--- src/rtl/core/scrp_pkg.sv ---
// Shared types and constants for the SOCKS connect request parser.
// Holds the phase encoding, result kinds and the run descriptor format.
// No dependencies.
package scrp_pkg;

  localparam logic [1:0] IN_BYTE    = 2'd0;
  localparam logic [1:0] IN_END     = 2'd1;
  localparam logic [1:0] IN_OUTCOME = 2'd2;

  localparam logic [2:0] OK_REPLY   = 3'd0;
  localparam logic [2:0] OK_ADDR    = 3'd1;
  localparam logic [2:0] OK_CONNECT = 3'd2;
  localparam logic [2:0] OK_RELAY   = 3'd3;
  localparam logic [2:0] OK_CLOSE   = 3'd4;
  localparam logic [2:0] OK_ABORT   = 3'd5;
  localparam logic [2:0] OK_END     = 3'd6;

  localparam logic [1:0] AT_IPV4   = 2'd0;
  localparam logic [1:0] AT_DOMAIN = 2'd1;
  localparam logic [1:0] AT_IPV6   = 2'd2;

  localparam logic [7:0] ST4_OK       = 8'h5A;
  localparam logic [7:0] ST4_REJECT   = 8'h5B;
  localparam logic [7:0] ST5_OK       = 8'h00;
  localparam logic [7:0] ST5_FAIL     = 8'h01;
  localparam logic [7:0] ST5_REFUSED  = 8'h05;
  localparam logic [7:0] ST5_BAD_CMD  = 8'h07;
  localparam logic [7:0] ST5_BAD_ATYP = 8'h08;
  localparam logic [7:0] VER5         = 8'h05;
  localparam logic [7:0] NO_METHOD    = 8'hFF;
  localparam logic [7:0] CMD_CONNECT  = 8'h01;

  localparam logic [15:0] MAX_NAME_RESET = 16'd4096;

  typedef enum logic [4:0] {
    PH_VER, PH4_CMD, PH4_PORT, PH4_IP, PH4_USER, PH4_DOM, PH4_WAIT, PH4_WAITE,
    PH5_NMETH, PH5_METH, PH5_HDR, PH5_HDRBAD, PH5_DLEN, PH5_ADDR, PH5_PORT,
    PH5_WAIT, PH5_WAITE, PH_RELAY, PH_DONE
  } phase_t;

  typedef enum logic [2:0] {
    R_NONE, R_ONE, R_REP4, R_REP5, R_METH, R_CONN4
  } run_t;

  typedef struct packed {
    run_t        rtype;
    logic [2:0]  okind;
    logic [7:0]  data;
    logic        cl;
    logic [15:0] port;
    logic [1:0]  at;
    logic [31:0] ipv4;
  } desc_t;

endpackage

--- src/rtl/core/scrp_parser.sv ---
// Protocol state of the request parser: one client item per cycle while take is high.
// Produces at most one run descriptor per item. Depends on scrp_pkg.
module scrp_parser (
  input  logic                clk,
  input  logic                rst,
  input  logic                cfg_wr_en,
  input  logic [15:0]         cfg_wr_data,
  input  logic                take,
  input  logic [1:0]          kind,
  input  logic [7:0]          in_byte,
  input  logic                connect_ok,
  output scrp_pkg::desc_t     desc
);
  import scrp_pkg::*;

  phase_t      phase, phase_next;
  logic [7:0]  command_code, command_code_next;
  logic [7:0]  remaining_count, remaining_count_next;
  logic        no_auth_seen, no_auth_seen_next;
  logic [31:0] ipv4_hold, ipv4_hold_next;
  logic [15:0] port_hold, port_hold_next;
  logic [1:0]  addr_kind, addr_kind_next;
  logic [15:0] name_length, name_length_next;
  logic [15:0] max_name_length;
  logic [7:0]  dec;
  logic        name_ok;

  always_ff @(posedge clk) begin
    if (rst) begin
      max_name_length <= MAX_NAME_RESET;
    end else if (cfg_wr_en) begin
      max_name_length <= cfg_wr_data;
    end
  end

  always_ff @(posedge clk) begin
    if (rst) begin
      phase           <= PH_VER;
      command_code    <= '0;
      remaining_count <= '0;
      no_auth_seen    <= 1'b0;
      ipv4_hold       <= '0;
      port_hold       <= '0;
      addr_kind       <= '0;
      name_length     <= '0;
    end else if (take) begin
      phase           <= phase_next;
      command_code    <= command_code_next;
      remaining_count <= remaining_count_next;
      no_auth_seen    <= no_auth_seen_next;
      ipv4_hold       <= ipv4_hold_next;
      port_hold       <= port_hold_next;
      addr_kind       <= addr_kind_next;
      name_length     <= name_length_next;
    end
  end

  assign dec     = remaining_count - 8'd1;
  assign name_ok = name_length < max_name_length;

  always_comb begin
    phase_next           = phase;
    command_code_next    = command_code;
    remaining_count_next = remaining_count;
    no_auth_seen_next    = no_auth_seen;
    ipv4_hold_next       = ipv4_hold;
    port_hold_next       = port_hold;
    addr_kind_next       = addr_kind;
    name_length_next     = name_length;
    desc       = '0;
    desc.rtype = R_NONE;
    case (phase)
      PH_VER: begin
        if (kind == IN_BYTE) begin
          if (in_byte == 8'd4) begin
            phase_next = PH4_CMD;
          end else if (in_byte == 8'd5) begin
            phase_next = PH5_NMETH;
          end else begin
            desc.rtype = R_ONE;
            desc.okind = OK_CLOSE;
            phase_next = PH_DONE;
          end
        end else if (kind == IN_END) begin
          desc.rtype = R_ONE;
          desc.okind = OK_ABORT;
          phase_next = PH_DONE;
        end
      end
      PH4_CMD, PH4_PORT, PH4_IP, PH4_USER, PH4_DOM: begin
        if (kind == IN_END) begin
          desc.rtype = R_REP4;
          desc.data  = ST4_REJECT;
          desc.cl    = 1'b1;
          phase_next = PH_DONE;
        end else if (kind == IN_BYTE) begin
          case (phase)
            PH4_CMD: begin
              command_code_next    = in_byte;
              remaining_count_next = 8'd2;
              port_hold_next       = '0;
              phase_next           = PH4_PORT;
            end
            PH4_PORT: begin
              port_hold_next       = {port_hold[7:0], in_byte};
              remaining_count_next = dec;
              if (dec == 8'd0) begin
                remaining_count_next = 8'd4;
                ipv4_hold_next       = '0;
                phase_next           = PH4_IP;
              end
            end
            PH4_IP: begin
              ipv4_hold_next       = {ipv4_hold[23:0], in_byte};
              remaining_count_next = dec;
              if (dec == 8'd0) begin
                name_length_next = '0;
                phase_next       = PH4_USER;
              end
            end
            default: begin
              if (in_byte != 8'd0) begin
                if (!name_ok) begin
                  desc.rtype = R_REP4;
                  desc.data  = ST4_REJECT;
                  desc.cl    = 1'b1;
                  phase_next = PH_DONE;
                end else begin
                  name_length_next = name_length + 16'd1;
                  if (phase == PH4_DOM) begin
                    desc.rtype = R_ONE;
                    desc.okind = OK_ADDR;
                    desc.data  = in_byte;
                  end
                end
              end else if (phase == PH4_USER && ipv4_hold[31:8] == 24'd0 &&
                           ipv4_hold[7:0] != 8'd0) begin
                name_length_next = '0;
                addr_kind_next   = AT_DOMAIN;
                phase_next       = PH4_DOM;
              end else begin
                if (phase == PH4_USER) begin
                  addr_kind_next = AT_IPV4;
                end
                if (command_code != CMD_CONNECT) begin
                  desc.rtype = R_REP4;
                  desc.data  = ST4_REJECT;
                  desc.cl    = 1'b1;
                  phase_next = PH_DONE;
                end else begin
                  desc.port  = port_hold;
                  desc.ipv4  = ipv4_hold;
                  phase_next = PH4_WAIT;
                  if (phase == PH4_USER) begin
                    desc.rtype = R_CONN4;
                    desc.at    = AT_IPV4;
                  end else begin
                    desc.rtype = R_ONE;
                    desc.okind = OK_CONNECT;
                    desc.at    = addr_kind;
                  end
                end
              end
            end
          endcase
        end
      end
      PH4_WAIT, PH5_WAIT, PH4_WAITE, PH5_WAITE: begin
        if (kind == IN_BYTE && (phase == PH4_WAIT || phase == PH5_WAIT)) begin
          desc.rtype = R_ONE;
          desc.okind = OK_RELAY;
          desc.data  = in_byte;
        end else if (kind == IN_END && (phase == PH4_WAIT || phase == PH5_WAIT)) begin
          desc.rtype = R_ONE;
          desc.okind = OK_END;
          phase_next = (phase == PH4_WAIT) ? PH4_WAITE : PH5_WAITE;
        end else if (kind == IN_OUTCOME) begin
          desc.cl = !connect_ok;
          if (phase == PH4_WAIT || phase == PH4_WAITE) begin
            desc.rtype = R_REP4;
            desc.data  = connect_ok ? ST4_OK : ST4_REJECT;
          end else begin
            desc.rtype = R_REP5;
            desc.data  = connect_ok ? ST5_OK : ST5_REFUSED;
          end
          if (connect_ok && (phase == PH4_WAIT || phase == PH5_WAIT)) begin
            phase_next = PH_RELAY;
          end else begin
            phase_next = PH_DONE;
          end
        end
      end
      PH5_NMETH, PH5_METH: begin
        if (kind == IN_END) begin
          desc.rtype = R_ONE;
          desc.okind = OK_ABORT;
          phase_next = PH_DONE;
        end else if (kind == IN_BYTE) begin
          if (phase == PH5_NMETH) begin
            if (in_byte == 8'd0) begin
              desc.rtype = R_METH;
              desc.data  = NO_METHOD;
              desc.cl    = 1'b1;
              phase_next = PH_DONE;
            end else begin
              remaining_count_next = in_byte;
              no_auth_seen_next    = 1'b0;
              phase_next           = PH5_METH;
            end
          end else begin
            no_auth_seen_next    = no_auth_seen | (in_byte == 8'd0);
            remaining_count_next = dec;
            if (dec == 8'd0) begin
              desc.rtype = R_METH;
              if (no_auth_seen_next) begin
                desc.data            = ST5_OK;
                remaining_count_next = '0;
                phase_next           = PH5_HDR;
              end else begin
                desc.data  = NO_METHOD;
                desc.cl    = 1'b1;
                phase_next = PH_DONE;
              end
            end
          end
        end
      end
      PH5_HDR, PH5_HDRBAD: begin
        if (kind == IN_END) begin
          desc.rtype = R_REP5;
          desc.data  = ST5_FAIL;
          desc.cl    = 1'b1;
          phase_next = PH_DONE;
        end else if (kind == IN_BYTE) begin
          if (remaining_count > 8'd2) begin
            if (phase == PH5_HDRBAD) begin
              desc.rtype = R_REP5;
              desc.data  = ST5_FAIL;
              desc.cl    = 1'b1;
              phase_next = PH_DONE;
            end else if (in_byte == 8'd1) begin
              addr_kind_next       = AT_IPV4;
              remaining_count_next = 8'd4;
              phase_next           = PH5_ADDR;
            end else if (in_byte == 8'd3) begin
              addr_kind_next = AT_DOMAIN;
              phase_next     = PH5_DLEN;
            end else if (in_byte == 8'd4) begin
              addr_kind_next       = AT_IPV6;
              remaining_count_next = 8'd16;
              phase_next           = PH5_ADDR;
            end else begin
              desc.rtype = R_REP5;
              desc.data  = ST5_BAD_ATYP;
              desc.cl    = 1'b1;
              phase_next = PH_DONE;
            end
          end else begin
            remaining_count_next = remaining_count + 8'd1;
            if (remaining_count == 8'd0 && in_byte != VER5) begin
              phase_next = PH5_HDRBAD;
            end
            if (remaining_count == 8'd1) begin
              command_code_next = in_byte;
            end
            if (remaining_count == 8'd2 && in_byte != 8'd0) begin
              phase_next = PH5_HDRBAD;
            end
          end
        end
      end
      PH5_DLEN, PH5_ADDR, PH5_PORT: begin
        if (kind == IN_END) begin
          desc.rtype = R_REP5;
          desc.data  = ST5_BAD_ATYP;
          desc.cl    = 1'b1;
          phase_next = PH_DONE;
        end else if (kind == IN_BYTE) begin
          if (phase == PH5_DLEN) begin
            if (in_byte == 8'd0) begin
              desc.rtype = R_REP5;
              desc.data  = ST5_BAD_ATYP;
              desc.cl    = 1'b1;
              phase_next = PH_DONE;
            end else begin
              remaining_count_next = in_byte;
              phase_next           = PH5_ADDR;
            end
          end else if (phase == PH5_ADDR) begin
            desc.rtype           = R_ONE;
            desc.okind           = OK_ADDR;
            desc.data            = in_byte;
            remaining_count_next = dec;
            if (dec == 8'd0) begin
              remaining_count_next = 8'd2;
              port_hold_next       = '0;
              phase_next           = PH5_PORT;
            end
          end else begin
            port_hold_next       = {port_hold[7:0], in_byte};
            remaining_count_next = dec;
            if (dec == 8'd0) begin
              if (command_code != CMD_CONNECT) begin
                desc.rtype = R_REP5;
                desc.data  = ST5_BAD_CMD;
                desc.cl    = 1'b1;
                phase_next = PH_DONE;
              end else begin
                desc.rtype = R_ONE;
                desc.okind = OK_CONNECT;
                desc.port  = {port_hold[7:0], in_byte};
                desc.at    = addr_kind;
                phase_next = PH5_WAIT;
              end
            end
          end
        end
      end
      PH_RELAY: begin
        if (kind == IN_BYTE) begin
          desc.rtype = R_ONE;
          desc.okind = OK_RELAY;
          desc.data  = in_byte;
        end else if (kind == IN_END) begin
          desc.rtype = R_ONE;
          desc.okind = OK_END;
          phase_next = PH_DONE;
        end
      end
      default: begin
      end
    endcase
  end

endmodule

--- src/rtl/core/scrp_run_queue.sv ---
// Two-entry queue of run descriptors between the parser and the emitter.
// Depends on scrp_pkg.
module scrp_run_queue (
  input  logic            clk,
  input  logic            rst,
  input  logic            push,
  input  scrp_pkg::desc_t push_desc,
  input  logic            pop,
  output logic            full,
  output logic            nonempty,
  output scrp_pkg::desc_t head
);
  import scrp_pkg::*;

  desc_t      mem [2];
  logic       wr_ptr, rd_ptr;
  logic [1:0] count;

  always_ff @(posedge clk) begin
    if (push) begin
      mem[wr_ptr] <= push_desc;
    end
  end

  always_ff @(posedge clk) begin
    if (rst) begin
      wr_ptr <= 1'b0;
      rd_ptr <= 1'b0;
      count  <= '0;
    end else begin
      if (push) begin
        wr_ptr <= !wr_ptr;
      end
      if (pop) begin
        rd_ptr <= !rd_ptr;
      end
      count <= count + {1'b0, push} - {1'b0, pop};
    end
  end

  assign full     = count == 2'd2;
  assign nonempty = count != 2'd0;
  assign head     = mem[rd_ptr];

endmodule

--- src/rtl/core/scrp_emitter.sv ---
// Expands the run descriptor at the head of the queue into result transfers.
// Depends on scrp_pkg.
module scrp_emitter (
  input  logic            clk,
  input  logic            rst,
  input  logic            have,
  input  scrp_pkg::desc_t head,
  input  logic            out_stall,
  output logic            pop,
  output logic            out_valid,
  output logic [2:0]      out_kind,
  output logic [7:0]      out_byte,
  output logic [15:0]     target_port,
  output logic [1:0]      address_type,
  output logic            close_after,
  output logic            last
);
  import scrp_pkg::*;

  logic [3:0] idx;
  logic [3:0] final_idx;

  always_comb begin
    out_kind     = OK_REPLY;
    out_byte     = '0;
    target_port  = '0;
    address_type = '0;
    close_after  = 1'b0;
    final_idx    = 4'd0;
    case (head.rtype)
      R_ONE: begin
        out_kind = head.okind;
        if (head.okind == OK_CONNECT) begin
          target_port  = head.port;
          address_type = head.at;
        end else begin
          out_byte = head.data;
        end
      end
      R_REP4: begin
        final_idx   = 4'd7;
        out_byte    = (idx == 4'd1) ? head.data : 8'h00;
        close_after = head.cl && idx == 4'd7;
      end
      R_REP5: begin
        final_idx   = 4'd9;
        close_after = head.cl && idx == 4'd9;
        case (idx)
          4'd0:    out_byte = VER5;
          4'd1:    out_byte = head.data;
          4'd3:    out_byte = 8'h01;
          default: out_byte = 8'h00;
        endcase
      end
      R_METH: begin
        final_idx   = 4'd1;
        out_byte    = (idx == 4'd0) ? VER5 : head.data;
        close_after = head.cl && idx == 4'd1;
      end
      R_CONN4: begin
        final_idx = 4'd4;
        out_kind  = OK_ADDR;
        case (idx)
          4'd0:    out_byte = head.ipv4[31:24];
          4'd1:    out_byte = head.ipv4[23:16];
          4'd2:    out_byte = head.ipv4[15:8];
          4'd3:    out_byte = head.ipv4[7:0];
          default: begin
            out_kind     = OK_CONNECT;
            target_port  = head.port;
            address_type = head.at;
          end
        endcase
      end
      default: begin
      end
    endcase
  end

  assign out_valid = have;
  assign last      = idx == final_idx;
  assign pop       = have && !out_stall && last;

  always_ff @(posedge clk) begin
    if (rst) begin
      idx <= '0;
    end else if (have && !out_stall) begin
      idx <= last ? 4'd0 : idx + 4'd1;
    end
  end

endmodule

--- src/rtl/core/socks_connect_request_parser.sv ---
// Top level of the SOCKS4/4a/5 connect request parser.
// Instantiates scrp_parser, scrp_run_queue and scrp_emitter; uses scrp_pkg.
//
//   Channel  Signals                                    Direction
//   in       in_valid, in_stall, kind, in_byte, connect_ok    in
//   out      out_valid, out_stall, out_kind .. last           out
//   cfg      cfg_wr_en, cfg_wr_data (max_name_length)   in
//
// An input transfer is parsed in its accept cycle; its run of 0 to 10 results
// is queued and leaves at one result per cycle while out_stall is low.
// Input is taken every cycle while the two-entry run queue has room, so the
// output run length sets the sustained rate. Reset is synchronous; the queue
// empties and the parser waits for a version byte. Result stalls hold the
// current result and fill the queue, which then stalls the input.
module socks_connect_request_parser (
  input  logic        clk,
  input  logic        rst,
  input  logic        cfg_wr_en,
  input  logic [15:0] cfg_wr_data,
  input  logic        in_valid,
  output logic        in_stall,
  input  logic [1:0]  kind,
  input  logic [7:0]  in_byte,
  input  logic        connect_ok,
  output logic        out_valid,
  input  logic        out_stall,
  output logic [2:0]  out_kind,
  output logic [7:0]  out_byte,
  output logic [15:0] target_port,
  output logic [1:0]  address_type,
  output logic        close_after,
  output logic        last
);
  import scrp_pkg::*;

  desc_t desc, head;
  logic  take, full, nonempty, pop;

  assign in_stall = full;
  assign take     = in_valid && !full;

  scrp_parser u_parser (
    .clk         (clk),
    .rst         (rst),
    .cfg_wr_en   (cfg_wr_en),
    .cfg_wr_data (cfg_wr_data),
    .take        (take),
    .kind        (kind),
    .in_byte     (in_byte),
    .connect_ok  (connect_ok),
    .desc        (desc)
  );

  scrp_run_queue u_queue (
    .clk       (clk),
    .rst       (rst),
    .push      (take && desc.rtype != R_NONE),
    .push_desc (desc),
    .pop       (pop),
    .full      (full),
    .nonempty  (nonempty),
    .head      (head)
  );

  scrp_emitter u_emitter (
    .clk          (clk),
    .rst          (rst),
    .have         (nonempty),
    .head         (head),
    .out_stall    (out_stall),
    .pop          (pop),
    .out_valid    (out_valid),
    .out_kind     (out_kind),
    .out_byte     (out_byte),
    .target_port  (target_port),
    .address_type (address_type),
    .close_after  (close_after),
    .last         (last)
  );

endmodule
--- config.mk ---
export PLATFORM = sky130hd
export DESIGN_NAME = socks_connect_request_parser
export DESIGN_NICKNAME = d
export VERILOG_FILES = /design/src/rtl/core/scrp_pkg.sv /design/src/rtl/core/scrp_parser.sv /design/src/rtl/core/scrp_run_queue.sv /design/src/rtl/core/scrp_emitter.sv /design/src/rtl/core/socks_connect_request_parser.sv
export SDC_FILE = /design/constraint.sdc
export NUM_CORES = 1
export LEC_CHECK = 0
export BUFFER_PORTS_ARGS = -buffer_cell sky130_fd_sc_hd__buf_2
export CAP_MARGIN = 20
export CORE_UTILIZATION = 50
export CTS_BUF_LIST = sky130_fd_sc_hd__clkbuf_8
export DETAILED_ROUTE_END_ITERATION = 7
export PLACE_DENSITY = 0.7
export SYNTH_ARGS = -nofsm -noshare
export SYNTH_HDL_FRONTEND = slang
export SYNTH_HIERARCHICAL = 1
export SYNTH_SLANG_ARGS = --single-unit
--- constraint.sdc ---
create_clock -name clk -period 5.7 [get_ports clk]
set_input_delay 0.57 -clock clk [delete_from_list [all_inputs] [get_ports clk]]
set_output_delay 0.57 -clock clk [all_outputs]
set_load 0.005 [all_outputs]
* Word level (Yosys, flattened, before mapping)
Memory sizes are Yosys's and may differ from the RTL's. A register that Yosys moved wholly into a read port is not among the register bits.
Cells that the tools add are included.
** Word-level totals
- Bits in registers :: 112
- Bits in latches :: 0
- Memory bits (writable) :: 130
- ROM bits :: 0
- Bits of input ports :: 32
- Output and inout bits :: 33
- Logic and storage cells :: 379
- Memories :: 1
** Operators by class
- Add/subtract/negate cells :: 6
- Multipliers :: 0
- Div/mod/pow operators :: 0
- $lt $le $gt $ge :: 2
- Eq/ne operators :: 80
- Shift-type cells :: 0
- Multiplexer cells :: 220
- Bitwise gates (word level) :: 3
- Reduce and logical (&&, ||, !) cells :: 54
** Memories
- u_queue.mem :: depth 2, width 65, read ports 1, clocked after Yosys merged registers in 1, write ports 1, RTL line scrp_run_queue.sv:15 : desc_t mem [2];
** Operators by type and width (count)
- 8-bit 2-to-1 mux :: 36
- 5-bit 2-to-1 mux :: 42
- 33-bit 2-to-1 mux :: 6
- 65-bit 2-to-1 mux :: 3
- 16-bit 2-to-1 mux :: 12
- 50-bit 2-to-1 mux :: 3
- 9-bit 2-to-1 mux :: 16
- 16-bit case mux with 2 select lines :: 4
- 32-bit 2-to-1 mux :: 3
- 3-bit 2-to-1 mux :: 26
- 32-bit case mux with 2 select lines :: 1
- 8-bit case mux with 4 select lines :: 2
- 18-bit 2-to-1 mux :: 3
- 8-bit case mux with 3 select lines :: 2
- 8-bit case mux with 6 select lines :: 1
- 2-bit 2-to-1 mux :: 23
- 5-bit by 4-bit == test with 1-bit output, second input constant :: 8
- 8-bit case mux with 5 select lines :: 1
- 18-bit case mux with 2 select lines :: 1
- 5-bit case mux with 7 select lines :: 1
- 14-bit 2-to-1 mux :: 2
- 24-bit logical NOT :: 1
- 8-bit logical NOT :: 3
- 2-bit inequality test, second input constant :: 12
- 75 further kinds :: 153

* Depth between registers and ports, before layout
- Word-level depth :: 17
- Depth in mapped cells :: 14
- Mapped depth without buffers :: 13

* Cells and area by module
The synthesis kept the hierarchy.
** Modules (own cells, without submodules)
- scrp_parser :: instances 1, cells each 981, area an instance 7302.0 µm², seq. area each 2082.0 µm²
- scrp_run_queue :: instances 1, cells each 223, area an instance 5114.9 µm², seq. area each 4003.8 µm²
- scrp_emitter :: instances 1, cells each 140, area an instance 1018.5 µm², seq. area each 80.1 µm²
- socks_connect_request_parser :: instances 1, cells each 2, area an instance 22.5 µm², seq. area each 0.0 µm²

* Worst setup path before layout
No wires, ideal clock.
- Path kind :: input to register
- Start :: input port in_byte[5]
- End :: memory u_queue/mem[0][0] (netlist bit) (enable)
- Library setup time :: 496 ps
- Arrival time :: 5443 ps
- Required time :: 5204 ps
- Path slack :: -239 ps
- Cell stages on the path :: 9
- Buffers on the path :: 2
- Cell sequence :: clkbuf_2 -> nor3_4 -> nand3_2 -> nor4_1 -> clkbuf_1 -> inv_1 -> o22ai_1 -> o31a_1 -> nor2b_1
** RTL lines
- start: declaration :: RTL line socks_connect_request_parser.sv:23 : input logic [7:0] in_byte,
- end: declaration :: RTL line scrp_run_queue.sv:15

==> run metrics <==
status finished with violations; violated checks design-rule violations; TritonCTS Buffers 41; Hold WC Path Type input port to flip-flop; Syn Nets 1408; commonest non-fill, non-tap cells in the layout edfxtp_1, nand2_1, dfxtp_1; Initial Utilization 0.514; layout cell share with drive strength beyond 1 0.172; final setup TNS 0 ps; CTS H-tree lvls 2; CTS tree built; clock latency on the worst-skew pair 540 ps; Crit path arrival time 4590 ps; residual DRC count 3; Fin. Hold Viols 0; EDFF count, synth 130; clock power share 0.244; maximum root-to-sink buffer count 3; power density over the cells 400 nW/µm²; unrepaired setup endpoints after global routing no; drt initial violations 1108; crit path max fanout 47; Slew @ Worst Pin 1100 ps; min Tclk post-route 4330 ps; Max Freq 0.231 GHz; Peak VDD IR 247 µV; Port Buffers 64; final RePlAce weighted congestion 1.00; leak pwr 5.58 nW; die width 166 µm; relative slew slack 0.263; crit path to u_queue/mem[1][14]; Yosys warning count 6; R2R Path Start u_parser/phase[2]; Worst Setup SP u_parser/phase[2]; R2R Path End u_queue/mem[1][14]; skew final 25.0 ps; commonest non-fill, non-tap cell in the layout edfxtp_1; nets@finish 1441; final setup fails 0; top cells by area, synth edfxtp_1, dfxtp_1, mux2_4, a21oi_1, nand2_1; Slew Limit Fails 0; drt first pass iters 7; Setup CP Type flip-flop to flip-flop; post-synth cell types 96; overall track demand over capacity in global routing 0.260; # IOs 65; Synth area leader edfxtp_1; Seq pwr share 0.393; post-route clock period utilization 0.759; post-DP HPWL 25400 µm; Post CTS Setup Buffer Count 0; dpl cells 1670; ys flop type edfxtp_1; # resized after CTS 0; cell area after synthesis 13500 µm²; Post-Route WL 36200 µm; Syn-to-layout area delta 9.50%; critical path endpoint category flip-flop; Combinational Power Share 0.363; fin cells 1745; ant diodes 0; Syn Area/Cell 10.0 µm²; vias in the first global route 10.2k; DR WL/cell 20.7 µm; Seq/Total Area, Yosys 0.458; CTS sink cnt 243; Core Region 26200 µm²; P_int 3.78 mW; FP Rows 59; Sw Ratio 0.358; reg2reg setup slack 1370 ps; cell count after synthesis 1346; Critical Path RT 5960 ps; clock-pin slew on the worst setup and hold paths 60 ps; DR vias/cell 6.13; Switching Power 2.11 mW; die height 166 µm; antenna violation net count after detailed routing 0; GR Overflow Total 0; Synth top area share 0.290; Overall Power 5.89 mW; total of max-cap violations 0; cts hold-fix bufs 0; global-route wire length before repair 56600 µm; Post-synth ARST share 0; Die Footprint 27600 µm²; register bit count reported by yosys 243; fill cell count 2326; Worst setup SP type flip-flop; Worst R2R Path Depth 9; initial antenna violation count 1; largest net degree at the start of global routing 59; root buffer cell clkbuf_8; total number of vias 10.7k
## per-layer routing
layer  vias up  part of all wire  track usage
li1       5051                 -            -
met1      5152              0.45        0.363
met2       421              0.45        0.400
met3        79             0.072       0.0498
met4         2             0.031        0.101
met5         -           0.00036            0
## synth_stat cells (all sizes together), types with 18 or more instances
cell    instances
a21oi         109
a22oi          23
nor2           83
edfxtp        130
a31oi          19
inv            35
buf            38
o21ai          55
clkbuf         59
nand2         125
mux2i          43
dfxtp         113
mux2           65
nor2b          20
nand3          62
ha             30
nor3           18
and2           61
## logic make-up after synthesis
kind of cell	count (synthesis)	synth area share
AO/OA/AOI/OAI	342	0.171
flip-flops	243	0.458
AND/OR/NAND/NOR	479	0.188
buffers and inverters	132	0.0452
multiplexers	108	0.100
adder cells (fa/ha/maj)	30	0.0279
XOR/XNOR	12	0.00883
## area by class of cell
type / instances / area (µm²) / area share
inverters: 35 / 131 / 0.00891
flip-flops and latches: 243 / 6170 / 0.419
clock inverters: 27 / 129 / 0.00875
repair buffers: 87 / 534 / 0.0363
clock buffers: 47 / 647 / 0.0439
well taps: 335 / 419 / 0.0284
multi-input cells: 971 / 6710 / 0.455
## worst min path at each step
stage / to / from / cells past startpoint / slack (ps)
floorplan: u_parser/port_hold[10] / u_parser/port_hold[10] / 2 / 440
global placement: u_parser/port_hold[9] / u_parser/port_hold[9] / 2 / 440
detailed placement: u_parser/port_hold[10] / u_parser/port_hold[10] / 2 / 460
CTS: u_parser/max_name_length[3] / cfg_wr_data[3] / 3 / 230
global route: u_parser/max_name_length[3] / cfg_wr_data[3] / 3 / 250
finish: u_parser/max_name_length[8] / cfg_wr_data[8] / 3 / 270
## power by group through the flow
stage / clock, mW / combinational (mW) / sequential [mW]
after floorplan: 0 / 1.65 / 2.23
after CTS: 1.48 / 2.11 / 2.31
after detailed placement: 0 / 2.10 / 2.35
after global routing: 1.56 / 2.30 / 2.34
final: 1.44 / 2.14 / 2.31
after global placement: 0 / 2.10 / 2.34
## worst max-delay path, cell delays in order, from the launching register on
cell	delay, ps
dfxtp_1	990
nand3_1	420
nor4_2	520
a221oi_2	120
a21oi_1	280
nor3_1	130
or3b_2	530
o31a_1	370
and2_2	400
buf_12	270
## flip-flops by register name, indices dropped and copies added, names as in the netlist, named ones only
| register | count |
|---|---|
| u_queue/mem | 130 |
| u_parser/ipv4_hold | 32 |
| u_parser/max_name_length | 16 |
| u_parser/name_length | 16 |
| u_parser/port_hold | 16 |
| u_parser/command_code | 8 |
| u_parser/remaining_count | 8 |
| u_parser/phase | 5 |
| u_emitter/idx | 4 |
| u_parser/addr_kind | 2 |
| u_queue/count | 2 |
| u_parser/no_auth_seen | 1 |
| u_queue/rd_ptr | 1 |
| u_queue/wr_ptr | 1 |
## per-stage QoR
stage / cell area (µm²) / worst slack [ps] / util / hold slack [ps]
after floorplan: 13500 / 996 / - / 438
after global placement: 13900 / 1420 / 0.532 / 444
after detailed placement: 13900 / 1270 / 0.532 / 457
after CTS: 14700 / 1510 / 0.562 / 233
after global routing: 14700 / 1210 / 0.562 / 252
final: 14700 / 1370 / 0.562 / 269
Note: power is estimated with default switching activity, not from simulation.
